File: config.mk
export PLATFORM = sky130hd
export DESIGN_NAME = j1939_tp_rts_cts_receiver
export DESIGN_NICKNAME = d
export VERILOG_FILES = /design/src/rtl/jtp_pkg.sv /design/src/rtl/jtp_session.sv /design/src/rtl/jtp_serial.sv /design/src/rtl/j1939_tp_rts_cts_receiver.sv
export SDC_FILE = /design/constraint.sdc
export NUM_CORES = 1
export LEC_CHECK = 0
export ABC_AREA = 0
export BUFFER_PORTS_ARGS = -buffer_cell sky130_fd_sc_hd__buf_2
export CORE_MARGIN = 4
export CORE_UTILIZATION = 35
export CTS_CLUSTER_DIAMETER = 40
export CTS_CLUSTER_SIZE = 14
export DETAILED_ROUTE_END_ITERATION = 16
export PLACE_DENSITY = 0.64
export SYNTH_ARGS = -nofsm -noshare
export SYNTH_HDL_FRONTEND = slang
export SYNTH_SLANG_ARGS = --single-unit
File: constraint.sdc
create_clock -name i_clk -period 24.2 [get_ports i_clk]
set_input_delay 4.84 -clock i_clk [delete_from_list [all_inputs] [get_ports i_clk]]
set_output_delay 4.84 -clock i_clk [all_outputs]
set_load 0.01 [all_outputs]
File: src/rtl/jtp_pkg.sv
`timescale 1ns / 1ps

package jtp_pkg;

    // Input item kinds.
    localparam logic [1:0] KIND_TICK  = 2'd0;
    localparam logic [1:0] KIND_FRAME = 2'd1;
    localparam logic [1:0] KIND_START = 2'd2;

    // Result kinds.
    localparam logic [1:0] OUT_TX     = 2'd0;
    localparam logic [1:0] OUT_CHUNK  = 2'd1;
    localparam logic [1:0] OUT_STATUS = 2'd2;

    // Session end status codes.
    localparam logic ST_DONE    = 1'b0;
    localparam logic ST_TIMEOUT = 1'b1;

    // Connection-management control bytes.
    localparam logic [7:0] CTL_RTS = 8'h10;
    localparam logic [7:0] CTL_CTS = 8'h11;
    localparam logic [7:0] CTL_ACK = 8'h13;
    localparam logic [7:0] RESERVED_BYTE = 8'hFF;

    // Parameter group numbers of the transport protocol.
    localparam logic [17:0] PGN_CM = 18'h0EC00;
    localparam logic [17:0] PGN_DT = 18'h0EB00;
    localparam logic [7:0]  PF_CM  = 8'hEC;
    localparam logic [7:0]  PF_PDU2_MIN = 8'd240;

    // Configuration register indexes and reset values.
    localparam logic [1:0] CFG_REPLY_PRIORITY = 2'd0;
    localparam logic [1:0] CFG_LOCAL_ADDRESS  = 2'd1;
    localparam logic [1:0] CFG_PEER_ADDRESS   = 2'd2;
    localparam logic [1:0] CFG_TIMEOUT_TICKS  = 2'd3;

    localparam logic [2:0]  PRIORITY_RESET = 3'd7;
    localparam logic [15:0] TIMEOUT_RESET  = 16'd1000;

    typedef struct packed {
        logic [1:0]  kind;
        logic [28:0] can_id;
        logic [3:0]  frame_len;
        logic [63:0] frame_data;
    } t_in_item;

    typedef struct packed {
        logic [1:0]  out_kind;
        logic [28:0] tx_can_id;
        logic [63:0] payload;
        logic [15:0] chunk_offset;
        logic [2:0]  chunk_bytes;
        logic [17:0] msg_pgn;
        logic [15:0] msg_len;
        logic        status;
        logic        last;
    } t_out_item;

    typedef struct packed {
        logic [2:0]  reply_priority;
        logic [7:0]  local_address;
        logic [7:0]  peer_address;
        logic [15:0] timeout_ticks;
    } t_cfg;

    // Results caused by one input item, first in slot 0.
    typedef struct packed {
        logic [1:0]           cnt;
        t_out_item [2:0]      res;
    } t_group;

    // Transmit frame of the connection-management group (CTS or acknowledge).
    function automatic t_out_item cm_result(input t_cfg cfg, input logic [7:0] ctl,
                                            input logic [15:0] size,
                                            input logic [7:0] total,
                                            input logic [17:0] pgn);
        t_out_item r;
        r = '0;
        r.out_kind  = OUT_TX;
        r.tx_can_id = {cfg.reply_priority, 2'b00, PF_CM, cfg.peer_address,
                       cfg.local_address};
        r.payload   = {6'b0, pgn, RESERVED_BYTE, total, size, ctl};
        r.msg_pgn   = pgn;
        r.msg_len   = size;
        return r;
    endfunction

    function automatic t_out_item status_result(input logic st,
                                                input logic [15:0] size,
                                                input logic [17:0] pgn);
        t_out_item r;
        r = '0;
        r.out_kind = OUT_STATUS;
        r.status   = st;
        r.msg_pgn  = pgn;
        r.msg_len  = size;
        return r;
    endfunction

endpackage

File: src/rtl/jtp_session.sv
`timescale 1ns / 1ps

module jtp_session (
    input  logic              i_clk,
    input  logic              i_rst_n,
    input  logic              i_fire,
    input  jtp_pkg::t_in_item i_item,
    input  jtp_pkg::t_cfg     i_cfg,
    output jtp_pkg::t_group   o_grp
);

    typedef enum logic [1:0] {PH_IDLE, PH_RTS, PH_DATA} t_phase;

    t_phase      r_phase, n_phase;
    logic [15:0] r_wait, n_wait;
    logic [17:0] r_pgn, n_pgn;
    logic [15:0] r_size, n_size;
    logic [7:0]  r_total, n_total;
    logic [7:0]  r_seq, n_seq;
    logic [15:0] r_left, n_left;

    logic [17:0] rx_pgn;
    logic [7:0]  b0;
    logic        is_rts;
    logic        is_dt;
    logic [16:0] wsum;
    logic [2:0]  nb_base;
    logic [2:0]  nb;
    logic [55:0] chunk;
    logic [15:0] seq_m1;
    logic [15:0] offset;
    logic [15:0] rts_size;
    logic [7:0]  rts_total;
    logic [17:0] rts_pgn;
    jtp_pkg::t_out_item chunk_res;

    always_comb begin
        rx_pgn = i_item.can_id[25:8];
        // PDU1 format: the low byte is a destination address, not part of the PGN.
        if (i_item.can_id[23:16] < jtp_pkg::PF_PDU2_MIN) begin
            rx_pgn[7:0] = 8'h00;
        end
    end

    assign b0     = i_item.frame_data[7:0];
    assign is_rts = (i_item.kind == jtp_pkg::KIND_FRAME) && (r_phase == PH_RTS)
                    && (rx_pgn == jtp_pkg::PGN_CM) && (b0 == jtp_pkg::CTL_RTS);
    assign is_dt  = (i_item.kind == jtp_pkg::KIND_FRAME) && (r_phase == PH_DATA)
                    && (rx_pgn == jtp_pkg::PGN_DT) && (b0 == r_seq);
    assign wsum   = {1'b0, r_wait} + 17'd1;

    assign rts_size  = i_item.frame_data[23:8];
    assign rts_total = i_item.frame_data[31:24];
    assign rts_pgn   = i_item.frame_data[57:40];

    always_comb begin
        if (i_item.frame_len > 4'd8) begin
            nb_base = 3'd7;
        end else if (i_item.frame_len == 4'd0) begin
            nb_base = 3'd0;
        end else begin
            nb_base = 3'(i_item.frame_len - 4'd1);
        end
        if ({13'b0, nb_base} > r_left) begin
            nb = r_left[2:0];
        end else begin
            nb = nb_base;
        end
        for (int i = 0; i < 7; i++) begin
            chunk[8*i +: 8] = (3'(i) < nb) ? i_item.frame_data[8*(i+1) +: 8] : 8'h00;
        end
    end

    // Offset is (sequence - 1) * 7, done as a shift and subtract.
    assign seq_m1 = {8'h00, r_seq} - 16'd1;
    assign offset = (seq_m1 << 3) - seq_m1;

    always_comb begin
        chunk_res              = '0;
        chunk_res.out_kind     = jtp_pkg::OUT_CHUNK;
        chunk_res.payload      = {8'h00, chunk};
        chunk_res.chunk_offset = offset;
        chunk_res.chunk_bytes  = nb;
        chunk_res.msg_pgn      = r_pgn;
        chunk_res.msg_len      = r_size;
    end

    always_comb begin
        o_grp   = '0;
        n_phase = r_phase;
        n_wait  = r_wait;
        n_pgn   = r_pgn;
        n_size  = r_size;
        n_total = r_total;
        n_seq   = r_seq;
        n_left  = r_left;

        if (i_item.kind == jtp_pkg::KIND_START) begin
            n_phase = PH_RTS;
            n_wait  = '0;
            n_pgn   = '0;
            n_size  = '0;
            n_total = '0;
            n_seq   = 8'd1;
            n_left  = '0;
        end else if (i_item.kind == jtp_pkg::KIND_TICK) begin
            if (r_phase != PH_IDLE) begin
                n_wait = wsum[15:0];
                if (wsum >= {1'b0, i_cfg.timeout_ticks}) begin
                    o_grp.cnt    = 2'd1;
                    o_grp.res[0] = jtp_pkg::status_result(jtp_pkg::ST_TIMEOUT,
                                                          r_size, r_pgn);
                    n_phase      = PH_IDLE;
                    n_wait       = '0;
                end
            end
        end else if (is_rts) begin
            n_size  = rts_size;
            n_total = rts_total;
            n_pgn   = rts_pgn;
            n_left  = rts_size;
            n_seq   = 8'd1;
            n_wait  = '0;
            n_phase = PH_DATA;
            o_grp.res[0] = jtp_pkg::cm_result(i_cfg, jtp_pkg::CTL_CTS, rts_size,
                                              rts_total, rts_pgn);
            if (rts_total == 8'd0) begin
                // Empty message: clear to send, acknowledge and finish at once.
                o_grp.cnt    = 2'd3;
                o_grp.res[1] = jtp_pkg::cm_result(i_cfg, jtp_pkg::CTL_ACK, rts_size,
                                                  rts_total, rts_pgn);
                o_grp.res[2] = jtp_pkg::status_result(jtp_pkg::ST_DONE,
                                                      rts_size, rts_pgn);
                n_phase      = PH_IDLE;
            end else begin
                o_grp.cnt = 2'd1;
            end
        end else if (is_dt) begin
            o_grp.res[0] = chunk_res;
            n_left       = r_left - {13'b0, nb};
            n_wait       = '0;
            n_seq        = r_seq + 8'd1;
            if (r_seq == r_total) begin
                o_grp.cnt    = 2'd3;
                o_grp.res[1] = jtp_pkg::cm_result(i_cfg, jtp_pkg::CTL_ACK, r_size,
                                                  r_total, r_pgn);
                o_grp.res[2] = jtp_pkg::status_result(jtp_pkg::ST_DONE,
                                                      r_size, r_pgn);
                n_phase      = PH_IDLE;
            end else begin
                o_grp.cnt = 2'd1;
            end
        end
    end

    always_ff @(posedge i_clk) begin
        if (!i_rst_n) begin
            r_phase <= PH_IDLE;
            r_wait  <= '0;
            r_pgn   <= '0;
            r_size  <= '0;
            r_total <= '0;
            r_seq   <= 8'd1;
            r_left  <= '0;
        end else if (i_fire) begin
            r_phase <= n_phase;
            r_wait  <= n_wait;
            r_pgn   <= n_pgn;
            r_size  <= n_size;
            r_total <= n_total;
            r_seq   <= n_seq;
            r_left  <= n_left;
        end
    end

endmodule

File: src/rtl/jtp_serial.sv
`timescale 1ns / 1ps

module jtp_serial (
    input  logic                i_clk,
    input  logic                i_rst_n,
    input  logic                i_load,
    input  jtp_pkg::t_group     i_grp,
    input  logic                i_stall,
    output logic                o_valid,
    output jtp_pkg::t_out_item  o_data,
    output logic                o_can_load
);

    jtp_pkg::t_out_item [2:0] r_res;
    logic [1:0]               r_cnt;
    logic                     xfer;

    assign o_valid = (r_cnt != 2'd0);
    assign xfer    = o_valid && !i_stall;

    // A new group may enter once the last queued result leaves.
    assign o_can_load = (r_cnt == 2'd0) || ((r_cnt == 2'd1) && xfer);

    always_comb begin
        o_data      = r_res[0];
        o_data.last = (r_cnt == 2'd1);
    end

    always_ff @(posedge i_clk) begin
        if (!i_rst_n) begin
            r_cnt <= '0;
        end else if (i_load) begin
            r_cnt <= i_grp.cnt;
        end else if (xfer) begin
            r_cnt <= r_cnt - 2'd1;
        end
    end

    always_ff @(posedge i_clk) begin
        if (i_load) begin
            r_res <= i_grp.res;
        end else if (xfer) begin
            r_res[0] <= r_res[1];
            r_res[1] <= r_res[2];
        end
    end

endmodule

File: src/rtl/j1939_tp_rts_cts_receiver.sv
`timescale 1ns / 1ps
// Channel   Valid         Stall         Data
// input     i_in_valid    o_in_stall    i_in_data  (kind, can_id, frame_len, frame_data)
// output    o_out_valid   i_out_stall   o_out_data (one result per transfer)
// config    i_cfg_wr_en   -             i_cfg_index, i_cfg_data
//
// An item enters an input register, is decided from there and its results are
// queued in a three-entry output group, where they are registered. One item is taken per
// cycle while the output side keeps up; an item with several results holds the output
// group until each has left, so that port sets the rate.
// Reset is synchronous; it clears the session and the queue and resets the config.
// An output stall holds the current result and any input item that brings results.

module j1939_tp_rts_cts_receiver (
    input  logic                i_clk,
    input  logic                i_rst_n,
    input  logic                i_in_valid,
    output logic                o_in_stall,
    input  jtp_pkg::t_in_item   i_in_data,
    output logic                o_out_valid,
    input  logic                i_out_stall,
    output jtp_pkg::t_out_item  o_out_data,
    input  logic                i_cfg_wr_en,
    input  logic [1:0]          i_cfg_index,
    input  logic [15:0]         i_cfg_data
);

    jtp_pkg::t_cfg     r_cfg;
    jtp_pkg::t_in_item r_in;
    logic              r_in_valid;
    jtp_pkg::t_group   grp;
    logic              can_load;
    logic              process;
    logic              load;
    logic              in_xfer;

    assign process    = r_in_valid && ((grp.cnt == 2'd0) || can_load);
    assign load       = process && (grp.cnt != 2'd0);
    assign o_in_stall = r_in_valid && !process;
    assign in_xfer    = i_in_valid && !o_in_stall;

    always_ff @(posedge i_clk) begin
        if (!i_rst_n) begin
            r_cfg.reply_priority <= jtp_pkg::PRIORITY_RESET;
            r_cfg.local_address  <= '0;
            r_cfg.peer_address   <= '0;
            r_cfg.timeout_ticks  <= jtp_pkg::TIMEOUT_RESET;
        end else if (i_cfg_wr_en) begin
            unique case (i_cfg_index)
                jtp_pkg::CFG_REPLY_PRIORITY: r_cfg.reply_priority <= i_cfg_data[2:0];
                jtp_pkg::CFG_LOCAL_ADDRESS:  r_cfg.local_address  <= i_cfg_data[7:0];
                jtp_pkg::CFG_PEER_ADDRESS:   r_cfg.peer_address   <= i_cfg_data[7:0];
                jtp_pkg::CFG_TIMEOUT_TICKS:  r_cfg.timeout_ticks  <= i_cfg_data;
                default: ;
            endcase
        end
    end

    always_ff @(posedge i_clk) begin
        if (!i_rst_n) begin
            r_in_valid <= 1'b0;
        end else if (in_xfer) begin
            r_in_valid <= 1'b1;
        end else if (process) begin
            r_in_valid <= 1'b0;
        end
    end

    always_ff @(posedge i_clk) begin
        if (in_xfer) begin
            r_in <= i_in_data;
        end
    end

    jtp_session u_session (
        .i_clk   (i_clk),
        .i_rst_n (i_rst_n),
        .i_fire  (process),
        .i_item  (r_in),
        .i_cfg   (r_cfg),
        .o_grp   (grp)
    );

    jtp_serial u_serial (
        .i_clk      (i_clk),
        .i_rst_n    (i_rst_n),
        .i_load     (load),
        .i_grp      (grp),
        .i_stall    (i_out_stall),
        .o_valid    (o_out_valid),
        .o_data     (o_out_data),
        .o_can_load (can_load)
    );

`ifndef ASSERT_OFF
    // An accepted item is held in the input register in the next cycle.
    a_in_held: assert property (@(posedge i_clk) disable iff (!i_rst_n)
        in_xfer |=> r_in_valid)
        else $error("accepted input item not registered");

    // The input side only waits while the output queue still holds results.
    a_stall_cause: assert property (@(posedge i_clk) disable iff (!i_rst_n)
        o_in_stall |-> o_out_valid)
        else $error("input stalled with empty output queue");

    // A result that is not the last of its group is followed by the rest of the group.
    a_group_whole: assert property (@(posedge i_clk) disable iff (!i_rst_n)
        (o_out_valid && !i_out_stall && !o_out_data.last) |=> o_out_valid)
        else $error("result group cut short");
`endif

endmodule

* Word-level counts from Yosys, hierarchy flattened
Cells that the tools add are included.
Word-level totals: bits in registers 667, input bits 122
Cells by class: reductions and logical operators 41, add/sub/neg operators 7, mux-type cells 62, magnitude comparators 11, eq/ne operators 16
Operators with widths (count):
- $mux 300 | 5
- $mux 452 | 3
- $mux 150 | 3
- $mux 16 | 13
- $mux 8 | 15
- $mux 18 | 3
- $eq 18x16->1 const B | 2
- $mux 2 | 14
- $add 16x1->17 const B | 1
- $ge 17x16->1 | 1
- $eq 8x8->1 | 2
- $gt 3x16->1 | 1
- $sub 16x16->16 | 1
- $sub 16x3->16 | 1
- $logic_and 1x1->1 | 12
- $reduce_bool 2->1 | 6
- $lt 3x3->1 const A | 3
- $mux 3 | 3
- $reduce_and 3->1 | 3
- $sub 8x1->9 const B | 1
- $add 8x1->8 const B | 1
- $eq 2x1->1 const B | 4
- $eq 2x2->1 const B | 4
- $eq 8x5->1 const B | 1
- 19 further kinds | 34

* Longest topological paths before layout
Gate-level depths: netlist of run 1.
word-level depth 19, gate-level depth with buffers 18

* Cells and area by module
Synthesis of run 1 repeated with hierarchy kept, for this count alone.
Second synthesis, totals: cell total of the unflattened synthesis 2476, area total of the unflattened synthesis 31611.6 um^2
By module, submodules not included:
- jtp_serial | area an instance 18286.3 um^2, cells each 947, instances 1
- jtp_session | area an instance 9076.2 um^2, cells each 1280, instances 1
- j1939_tp_rts_cts_receiver | area an instance 4249.1 um^2, cells each 249, instances 1

* Least setup slack after synthesis of run 1
No wires, ideal clock.
path type input-to-reg, start point in i_out_stall, end point reg u_serial.r_cnt[1], arrival time 22908 ps, stages 2, required time 24067 ps, setup slack 1159 ps, buffers on the path 0, library setup time 133 ps, cell sequence o21ai_0 > o221a_2
On the way: word-level cells in the longest chain between the ends 8, elaborated cells between the ends (all ways) 9, those cells by class mux (1); reduce/logical (8)
RTL lines:
- start, declared | RTL line j1939_tp_rts_cts_receiver.sv:21 | input logic i_out_stall,
- $logic_not 1->1 (*) | RTL line jtp_serial.sv:19 | assign xfer = o_valid && !i_stall;
- $logic_and 1x1->1 (*) | RTL line jtp_serial.sv:19
- $logic_and 1x1->1 | RTL line jtp_serial.sv:22 | assign o_can_load = (r_cnt == 2'd0) || ((r_cnt == 2'd1) && xfer);
- $logic_or 1x1->1 | RTL line jtp_serial.sv:22
- $logic_or 1x1->1 | RTL line j1939_tp_rts_cts_receiver.sv:37 | assign process = r_in_valid && ((grp.cnt == 2'd0) || can_load);
- $logic_and 1x1->1 | RTL line j1939_tp_rts_cts_receiver.sv:37
- $logic_and 1x1->1 | RTL line j1939_tp_rts_cts_receiver.sv:38 | assign load = process && (grp.cnt != 2'd0);
- $mux 2 / $reduce_bool 2->1 (equally long branches)
- end signal, assigned | RTL line jtp_serial.sv:33 | r_cnt <= i_grp.cnt;
- end signal, assigned | RTL line jtp_serial.sv:35 | r_cnt <= r_cnt - 2'd1;
- end, declared | RTL line jtp_serial.sv:15 | logic [1:0] r_cnt;
Mark *: on every way between the ends. The rest lies on a longest branch, timed or not. A chain may end at the register's enable or synchronous reset.

* Worst setup path after layout of run 1
start point in i_out_stall, end point out o_in_stall
On the way: word-level cells in the longest chain between the ends 8
RTL lines:
- $logic_not 1->1 | RTL line jtp_serial.sv:19
- $logic_and 1x1->1 | RTL line jtp_serial.sv:19
- $logic_and 1x1->1 | RTL line jtp_serial.sv:22
- $logic_or 1x1->1 | RTL line jtp_serial.sv:22
- $logic_or 1x1->1 | RTL line j1939_tp_rts_cts_receiver.sv:37
- $logic_and 1x1->1 | RTL line j1939_tp_rts_cts_receiver.sv:37
- $logic_not 1->1 | RTL line j1939_tp_rts_cts_receiver.sv:39 | assign o_in_stall = r_in_valid && !process;
- $logic_and 1x1->1 | RTL line j1939_tp_rts_cts_receiver.sv:39
- end, declared | RTL line j1939_tp_rts_cts_receiver.sv:18 | output logic o_in_stall,
No other way between the ends.

==> results of run 1 <==
-- synthesized netlist by cell type, types with 4 or more instances --
cell type / number / area [sq um]
a22o_1: 15 / 131
o2bb2ai_1: 20 / 175
a31oi_1: 29 / 181
nor3b_1: 5 / 37.5
o221a_2: 5 / 56.3
inv_1: 80 / 300
buf_2: 23 / 115
nor2_1: 149 / 559
nor3_1: 21 / 105
and3_1: 12 / 75.1
and2_1: 36 / 225
nand2_1: 221 / 830
dfxtp_1: 122 / 2440
edfxtp_1: 346 / 10400
a21oi_1: 110 / 551
clkbuf_1: 81 / 304
o211ai_1: 22 / 165
a22oi_1: 50 / 375
a21o_1: 41 / 308
nand2b_1: 4 / 25.0
o21a_1: 5 / 37.5
a31o_2: 4 / 35.0
buf_1: 4 / 15.0
nand3b_1: 6 / 45.0
xor2_1: 21 / 184
nand3_1: 85 / 425
ha_1: 36 / 450
mux2i_1: 24 / 240
nand4_1: 23 / 144
o41ai_1: 11 / 96.3
xnor2_1: 30 / 263
nor4_1: 21 / 131
buf_4: 152 / 1140
o21bai_1: 4 / 30.0
a211oi_1: 12 / 90.1
o21ai_0: 61 / 305
or2_2: 6 / 37.5
-- kinds of logic (layout without fill, tap and decap cells) --
logic type	after synthesis	count (layout)	share of synthesized area [%]
muxes	25	25	1.17
and+or+nand+nor	611	611	13.2
DFF	468	468	59.6
other	1	15	0.0174
adders and majority gates	36	36	2.09
AOI/OAI and AO/OA	420	420	13.0
xor gates and xnor gates	51	51	2.07
buffers and inverters	344	506	8.82
-- worst max path at each step --
stage	startpoint	end	slack [ns]	cells past startpoint
after detailed placement	i_out_stall	o_in_stall	13.31	6
after global routing	i_out_stall	o_in_stall	13.15	6
after CTS	i_out_stall	o_in_stall	13.30	6
after floorplan	i_out_stall	u_serial.r_cnt[1]	1.16	2
after global placement	i_out_stall	o_in_stall	13.28	6
final	i_out_stall	o_in_stall	13.31	6
-- worst max-delay path: stages --
cell	delay (ns)
buf_2	0.12
o21ai_0	0.19
o21ba_2	0.58
nand2_1	0.13
inv_1	0.07
buf_2	0.12
-- power breakdown --
group | total (mW) | switching, mW | internal, mW
Combinational | 0.180 | 0.121 | 0.0590
Sequential | 0.941 | 0.0270 | 0.914
Clock | 1.22 | 0.445 | 0.775
Total | 2.34 | 0.593 | 1.75
-- cell type report --
cell class              instances  area (sq um)
diodes                          4          10.0
clock buffers                  92          2200
clock inverters                66           763
fillers                      5671         35200
inverters                      82           309
multi-input cells            1154          6910
flip-flops and latches        468         12800
well taps                     782           978
repair buffers                266          1400
-- metrics by stage --
stage / area (sq um) / hold slack, ns / cells
2_1_floorplan: 21600 / 0.436 / 1966
3_3_place_gp: 22400 / 0.446 / 2752
3_5_place_dp: 22400 / 0.456 / 2752
4_1_cts: 25400 / 0.463 / 2910
5_1_grt: 25400 / 0.482 / 2912
6_report: 25400 / 0.458 / 2914
-- state kept, by name, summed over array words and instances (netlist names) --
register and cells:
r_cfg 35, u_serial.o_data 134, u_session.r_size 16, u_session.r_left 16, u_session.r_total 8, u_serial.r_cnt 2, r_in 80, u_session.r_seq 8
u_session.r_pgn 18, u_session.r_wait 16, u_session.r_phase 2, u_serial.r_res 132, r_in_valid 1
-- layer usage --
metal  vias to the layer above  GRT usage (%)  part of all wire [%]
met1                      7572           23.8                    43
li1                       7177              -                     -
met3                        90           3.43                   7.0
met5                         -              0                 0.012
met4                         2           6.51                   2.8
met2                       594           28.6                    47
==> impl_metrics.csv, run 1 <==
group,metric,value,unit
place,port_buffers,243,
clocking,cts-root-buf,"clkbuf_16",
global_routing,antenna_found_initial,6,
floorplan,start_util,35.5,%
place,pre_cts_ws,13.31,ns
routing,drt_iter0_markers,1451,
routing,antenna_left,0,
setup_path,cp.required,19.36,ns
power_and_ir_drop,leakage,9.58,nW
timing,setup_slack,13.31,ns
global_routing,grt_max_degree,179,
setup_path,end_kind,"primary output",
setup_path,reg2regPathDepth,15,
yosys,synth_area,21500,sq um
timing,final-hold-violation-count,0,
min_path,worst_hold_path_type,"flip-flop to flip-flop",
global_routing,grt_pass1_vias,15200,
floorplan,fp-row-count,90,
yosys,synth-edff-count,346,
routing,remaining_drc_errors,0,
setup_path,reg2reg_from,"u_session.r_wait[0]",
finish,syn2layout_area_growth,18.0,%
clocking,post_cts_buffers,0,
finish,final_common_cell,"edfxtp_1",
flow_run,maxCapViolCount,0,
yosys,synthCells,1956,
timing,period_share,45.0,%
finish,fin_util,41.9,%
routing,drt_wl_total,60100,um
power_and_ir_drop,totalPowerFinal,2.34,mW
setup_path,r2r_end,"u_serial.o_data[92]",
timing,finClkSkew,0.0223,ns
timing,finalSetupTns,0,ns
setup_path,critPathKind,"primary input to primary output",
yosys,synth.distinct_cells,75,
finish,drive_gt1_share,21.4,%
yosys,yosys_warnings,0,
place,dp_hpwl,38800,um
routing,viasPerCell,5.30,
clocking,clkTransAtPathRegs,0.05,ns
floorplan,die_height,256,um
min_path,hold_end,"r_cfg[1]",
yosys,synth-async-reset-ratio,0,%
floorplan,die_w,256,um
yosys,ys_ff_latch,468,
clocking,clockBufferDepth,3,
clocking,cts_max_level,3,
timing,worstMarginPinSlew,1.35,ns
yosys,synth_ff_type,"edfxtp_1",
clocking,cts_sinks,468,
place,gp_congestion,0.871,
timing,setup_viol,0,
status,status,"finished, final reports clean",
yosys,yosysSeqAreaShare,59.6,%
power_and_ir_drop,ir_drop,0.0532,mV
min_path,hp-start,"r_cfg[1]",
power_and_ir_drop,power_density,92.2,nW/um^2
min_path,min_path_cells,2,
global_routing,grt_usage,17.7,%
global_routing,grt_overflow_total,0,
timing,finalMaxSlewViolations,0,
setup_path,crit_arrival,6.05,ns
clocking,holdBufCountCts,0,
timing,max-slew-margin-rel,9.73,%
finish,fin_nets,2214,
floorplan,dieArea,65500,sq um
setup_path,cp-start-kind,"primary input",
clocking,clk_latency,0.61,ns
timing,period_minus_slack,10.89,ns
routing,num_vias,15400,
timing,rsz0062_at_grt,"false",
setup_path,reg2reg_slack,17.74,ns
clocking,cts_tree,"done",
routing,wl_per_cell,20.6,um
floorplan,io_pins,274,
floorplan,core,60600,sq um
yosys,syn_avg_cell_area,11.0,sq um
setup_path,cp_max_fo,16,
global_routing,grt_pass1_wl,91000,um
clocking,cts_resized,0,
clocking,numCtsBuffers,84,
finish,layout_common_cells,"346 x edfxtp_1, 243 x buf_2, 221 x nand2_1, 146 x nor2_1, 122 x dfxtp_1",
routing,dr.pass1.iters,6,
timing,fmax,91.8,MHz
Power figures use the tool's default switching activity.
==> run 2: changes to the inputs <==
Settings changed: ABC_AREA 0 to 1, PLACE_DENSITY 0.64 to 0.62.
Clock period 24.2 ns to 11.1 ns, I/O delays scaled along.
==> run 2 against run 1 <==
- setup slack got worse by 9.1 ns
- synthesized cell count rose by 22%
- die area rose by 4.1%
- via count rose by 12%
- final cell count rose by 17%
- non-clock buffer count fell by 6
- combinational power rose to 2.5 times the previous value
- routed wire length rose by 5.9%
- global-route usage rose by 0.53 points
- sequential share of layout area fell by 1.3 points
- clock power rose by 100%
- largest power group unchanged
==> impl_metrics.csv, run 2 <==
group,metric,value,unit
status,status,"finished, final reports clean",
setup_path,cpMostUsedCell,"nand3_1",
clocking,post_cts_buffers,0,
routing,drt_iter0_markers,1432,
clocking,holdBufCountCts,0,
setup_path,reg2reg_slack,4.96,ns
yosys,synth_largest_area_cell,"edfxtp_1",
clocking,cts_sinks,468,
yosys,yosys_warnings,0,
routing,num_vias,17200,
power_and_ir_drop,pwr-share-seq,40.7,%
global_routing,grt_overflow_total,0,
setup_path,worstPathCellList,"inv_1 -> nor3_1 -> nand3_1 -> nor2_1 -> nand3_1 -> nor3_1 -> nand3_1 -> xor2_1 -> ha_1 -> nand3_1 -> nor3_1 -> a41oi_1 -> nand3_1 -> nand2_2 -> nand2_4 -> nand2_2 -> nor2_1 -> buf_2",
place,port_buffers,243,
routing,dr.pass1.iters,6,
setup_path,crit_arrival,4.72,ns
clocking,numCtsBuffers,79,
clocking,cts_resized,0,
yosys,synth_top_cells_by_area,"edfxtp_1 46%, dfxtp_1 11%, nand2_1 8.6%",
timing,setup_viol,0,
min_path,worst_hold_path_type,"flip-flop to flip-flop",
clocking,cts_tree,"done",
min_path,hp-start,"r_cfg[2]",
timing,period_share,62.5,%
finish,largest_reg_flops,134,
yosys,synth_ff_type,"edfxtp_1",
power_and_ir_drop,clock_power_share,50.1,%
clocking,clockBufferDepth,3,
power_and_ir_drop,p_sw,1.28,mW
setup_path,cp_top_family,"simple AND/OR/NAND/NOR gates",
setup_path,critPathBufInv,2,
global_routing,grt_pass1_vias,17000,
timing,finClkSkew,0.0334,ns
power_and_ir_drop,sw_frac_of_total,25.8,%
clocking,clk_latency,0.61,ns
setup_path,reg2regPathDepth,21,
setup_path,r2r_end,"u_serial.o_data[107]",
setup_path,reg2reg_from,"u_session.r_wait[0]",
routing,antenna_left,0,
yosys,synth-async-reset-ratio,0,%
clocking,clkTransAtPathRegs,0.05,ns
yosys,ys_top_cells_by_count,"512 x nand2_1, 346 x edfxtp_1, 244 x inv_1",
power_and_ir_drop,p_int,3.69,mW
setup_path,critPathKind,"flip-flop to primary output",
global_routing,antenna_found_initial,2,
floorplan,dieArea,68200,sq um
yosys,synthCells,2393,
power_and_ir_drop,ir_drop,0.0914,mV
yosys,yosysSeqAreaShare,57.2,%
timing,worstMarginPinSlew,1.21,ns
floorplan,die_w,261,um
flow_run,maxCapViolCount,0,
finish,final_common_cell,"nand2_1",
yosys,ys_ff_latch,468,
routing,drt_wl_total,63600,um
global_routing,grt_max_degree,168,
setup_path,end_kind,"primary output",
yosys,synth_top_cell_area_share,46.3,%
finish,syn2layout_area_growth,16.1,%
finish,fin_util,41.2,%
floorplan,fp-row-count,92,
clocking,cts_max_level,3,
timing,fmax,144,MHz
routing,viasPerCell,5.07,
setup_path,cp_max_fo,9,
finish,fin_nets,2654,
setup_path,slowest_stage,"nor2_1",
power_and_ir_drop,combPwrFrac,9.2,%
timing,holdWs,0.470,ns
timing,period_minus_slack,6.94,ns
min_path,min_path_cells,2,
setup_path,cp.required,8.88,ns
routing,remaining_drc_errors,0,
setup_path,cp-start-kind,"flip-flop",
routing,wl_per_cell,18.7,um
finish,drive_gt1_share,16.8,%
place,dp_hpwl,42800,um
power_and_ir_drop,leakage,10.6,nW
yosys,synth_area,22400,sq um
floorplan,die_height,261,um
setup_path,max_stage_delay,0.39,ns
power_and_ir_drop,power_density,191,nW/um^2
timing,finalSetupTns,0,ns
timing,final-hold-violation-count,0,
min_path,hold_end,"r_cfg[2]",
place,gp_congestion,0.886,
clocking,cts-root-buf,"clkbuf_16",
yosys,synth.distinct_cells,49,
timing,finalMaxSlewViolations,0,
yosys,syn_avg_cell_area,9.38,sq um
floorplan,core,63300,sq um
timing,max-slew-margin-rel,18.7,%
floorplan,start_util,35.4,%
yosys,synth-edff-count,346,
global_routing,grt_usage,18.2,%
timing,rsz0062_at_grt,"false",
finish,layout_common_cells,"510 x nand2_1, 346 x edfxtp_1, 243 x inv_1, 243 x buf_2, 182 x nor2_1",
yosys,yosysMostFrequentCell,"nand2_1",
floorplan,io_pins,274,
finish,diodes,0,
global_routing,grt_pass1_wl,96800,um
[run 2: cell count changes in the layout (fill, tap and decap cells not counted), moves of 25 or more]
cell and delta:
a21o_1 -40, a22oi_1 -37, and2_1 -35, inv_1 +163, nand2_1 +289, nand3_1 +39, nor2_1 +36, o21ai_0 +89
o22ai_1 +29, xnor2_1 -25
[run 2: kinds of logic after synthesis]
kind of cell	share of synthesized area, %
DFF	57.2
buffers and inverters	11.4
AOI/OAI and AO/OA	10.6
and+or+nand+nor	17.3
adders and majority gates	2.01
xor gates and xnor gates	1.44
other	0.0167
[run 2: worst reg2reg max path: cells and delay by family (launching register included)]
kind	cells	cell delay (ns)
flops	1	0.37
xor+xnor	1	0.19
buf+inv	4	1.94
simple gates	13	2.77
compound gates	2	0.43
fa+ha+maj	1	0.29
[run 2: cell type report]
cell class,instances,area (sq um)
Clock buffer,93,2120
Clock inverter,51,604
Fill cell,6224,37300
Inverter,265,998
Multi-Input combinational cell,1422,7080
Sequential cell,468,12800
Tap cell,846,1060
Timing Repair Buffer,260,1360
[run 2: power groups by stage]
stage | Clock [mW] | Sequential (mW) | Combinational [mW]
6_report | 2.49 | 2.02 | 0.457
5_1_grt | 2.61 | 2.03 | 0.515
4_1_cts | 2.53 | 2.02 | 0.458
3_5_place_dp | 0 | 2.06 | 0.454
3_3_place_gp | 0 | 2.06 | 0.445
2_1_floorplan | 0 | 2.05 | 0.333
[run 2: stage by stage]
stage               setup WS [ns]  total power [mW]  area [sq um]  std cells
global placement             4.86              2.50         23300       3261
CTS                          4.15              5.01         26100       3405
detailed placement           4.83              2.51         23300       3261
global route                 3.82              5.15         26100       3405
floorplan                    2.56              2.38         22500       2403
finish                       4.16              4.97         26100       3405
[run 2: worst max-delay path by stage]
stage | start | endpoint | slack (ns) | depth (start not counted)
CTS | u_session.r_wait[0] | o_in_stall | 4.15 | 18
global placement | u_session.r_wait[0] | o_in_stall | 4.86 | 18
global route | u_session.r_wait[0] | o_in_stall | 3.82 | 20
floorplan | u_session.r_wait[0] | u_serial.r_cnt[1] | 2.56 | 21
detailed placement | u_session.r_wait[0] | o_in_stall | 4.83 | 18
finish | u_session.r_wait[0] | o_in_stall | 4.16 | 18
[run 2: metal layers]
layer	track usage, %	part of all wire [%]	vias to the layer above
met5	0	0.020	-
met4	6.32	2.7	2
met3	4.13	8.5	126
met2	29.1	46	716
met1	24.5	43	8232
li1	-	-	8171
==> run 3: changes to the inputs <==
Clock period 11.1 ns to 6.82 ns, I/O delays scaled along.
==> run 3 against run 2 <==
- core utilization grew 0.55 points
- non-clock buffer count grew 6
- sequential share of layout area shrank 0.64 points
==> impl_metrics.csv, run 3 (synthesis gave the netlist of run 2 again) <==
group,metric,value,unit
power_and_ir_drop,totalPowerFinal,8.36,mW
floorplan,die_height,261,um
power_and_ir_drop,ir_drop,0.159,mV
floorplan,start_util,35.4,%
power_and_ir_drop,leakage,10.8,nW
min_path,worst_hold_path_type,"flip-flop to flip-flop",
status,status,"finished, final reports clean",
timing,final-hold-violation-count,0,
timing,worstMarginPinSlew,1.24,ns
global_routing,antenna_found_initial,0,
finish,fin_nets,2668,
timing,finClkSkew,0.0274,ns
routing,num_vias,17300,
floorplan,io_pins,274,
timing,finalMaxSlewViolations,0,
floorplan,dieArea,68200,sq um
place,port_buffers,243,
place,gp_congestion,0.889,
setup_path,crit_arrival,4.53,ns
setup_path,end_kind,"primary output",
timing,fmax,170,MHz
place,dp_cells,3267,
routing,drt_wl_total,64100,um
power_and_ir_drop,clock_power_share,51.7,%
global_routing,grt_pass1_wl,96700,um
finish,syn2layout_area_growth,17.7,%
place,dp_hpwl,43100,um
timing,finalSetupTns,0,ns
finish,seq_area,12800,sq um
routing,wl_per_cell,18.7,um
power_and_ir_drop,p_int,6.18,mW
finish,diodes,0,
finish,fin_util,41.7,%
routing,viasPerCell,5.04,
clocking,cts_resized,0,
finish,layout_common_cells,"511 x nand2_1, 346 x edfxtp_1, 243 x inv_1, 243 x buf_2, 182 x nor2_1",
clocking,cts_tree,"done",
finish,multi_input_area,7090,sq um
flow_run,maxCapViolCount,0,
floorplan,fp-row-count,92,
setup_path,reg2reg_from,"u_session.r_wait[0]",
power_and_ir_drop,combPwrFrac,8.9,%
global_routing,grt_usage,18.3,%
power_and_ir_drop,power_density,317,nW/um^2
setup_path,worstSetupStartpoint,"u_session.r_wait[0]",
floorplan,core,63300,sq um
min_path,hp-start,"r_cfg[4]",
clocking,cts_max_level,3,
clocking,clockBufferDepth,3,
clocking,holdBufCountCts,0,
floorplan,die_w,261,um
clocking,cts-root-buf,"clkbuf_16",
finish,final_common_cell,"nand2_1",
finish,largest_reg_flops,134,
timing,holdWs,0.467,ns
power_and_ir_drop,p_sw,2.18,mW
global_routing,grtUsageMet3,4.43,%
finish,layout.cells.non_filler,3430,
setup_path,cp-start-kind,"flip-flop",
power_and_ir_drop,sw_frac_of_total,26.0,%
routing,antenna_left,0,
global_routing,grt_overflow_total,0,
timing,max-slew-margin-rel,17.4,%
clocking,clk_latency,0.63,ns
power_and_ir_drop,pwr-share-seq,39.4,%
timing,period_minus_slack,5.89,ns
finish,fillers,6200,
routing,drt_iter0_markers,1501,
routing,remaining_drc_errors,0,
clocking,post_cts_buffers,0,
finish,drive_gt1_share,17.8,%
routing,dr.pass1.iters,6,
timing,setup_viol,0,
setup_path,cp_max_fo,9,
global_routing,grtUsageMet1,24.7,%
clocking,numCtsBuffers,87,
timing,period_share,86.4,%
global_routing,grt_pass1_vias,16700,
setup_path,critPathKind,"flip-flop to primary output",
timing,rsz0062_at_grt,"false",
setup_path,cp.required,5.46,ns
clocking,clkTransAtPathRegs,0.05,ns
global_routing,grtUsageMet2,29.0,%
clocking,cts_sinks,468,
global_routing,busiest_layer,"met2",
global_routing,grt_max_degree,90,
## run 3: changes by cell type in the layout (fill, tap and decap cells not counted), moves of 2 or more
cell        previous run  this run
clkbuf_16             83        89
clkinv_1               7         5
inv_6                 11        16
clkinv_2               7        16
buf_4                 16        19
clkinvlp_4             9        11
clkbuf_1               9         4
buf_12                 1         4
clkbuf_8               1         5
## run 3: metrics by stage
stage / setup slack (ns) / cell area (sq um)
after floorplan: 0.655 / 22500
after global placement: 1.33 / 23400
after detailed placement: 1.18 / 23400
after CTS: 0.939 / 26400
after global routing: 0.637 / 26400
final: 0.926 / 26400
## run 3: final timing paths
check | endpoint | slack, ns | cells after the start
worst min register to register | r_cfg[4] | 0.47 | 2
worst max-delay path | o_in_stall | 0.93 | 18
worst min-delay path | r_cfg[4] | 0.47 | 2
worst max register to register | r_in[97] | 1.17 | 21
## run 3: final cells by class
| type | count | area share [%] |
|---|---|---|
| clock inverters | 65 | 2.55 |
| well taps | 846 | 4.01 |
| flip-flops and latches | 468 | 48.6 |
| repair buffers | 266 | 5.45 |
| multi-input cells | 1422 | 26.9 |
| inverters | 265 | 3.78 |
| clock buffers | 98 | 8.75 |
## run 3: metal layers
layer	wire, um	vias up
met1	27700	8287
met4	1640	0
li1	-	8207
met3	5310	111
met5	0	-
met2	29400	675
## run 3: power by group through the flow
stage	combinational, mW	clock [mW]	sequential, mW
after CTS	0.743	4.40	3.30
after global routing	0.836	4.54	3.30
after global placement	0.722	0	3.35
final	0.744	4.32	3.30
after floorplan	0.542	0	3.32
after detailed placement	0.737	0	3.35
## run 3: critical path, stage by stage, from the launching register on
cell and delay [ns]:
dfxtp_1 0.36, inv_1 0.08, nor3_1 0.33, nand3_1 0.18, nor2_1 0.26, nand3_1 0.17
nor3_1 0.28, nand3_1 0.13, xor2_1 0.19, ha_1 0.28, nand3_1 0.11, nor3_1 0.15
a41oi_1 0.13, nand3_1 0.30, nand2_2 0.27, nand2_4 0.17, nand2_2 0.11, nor2_1 0.18
buf_2 0.22
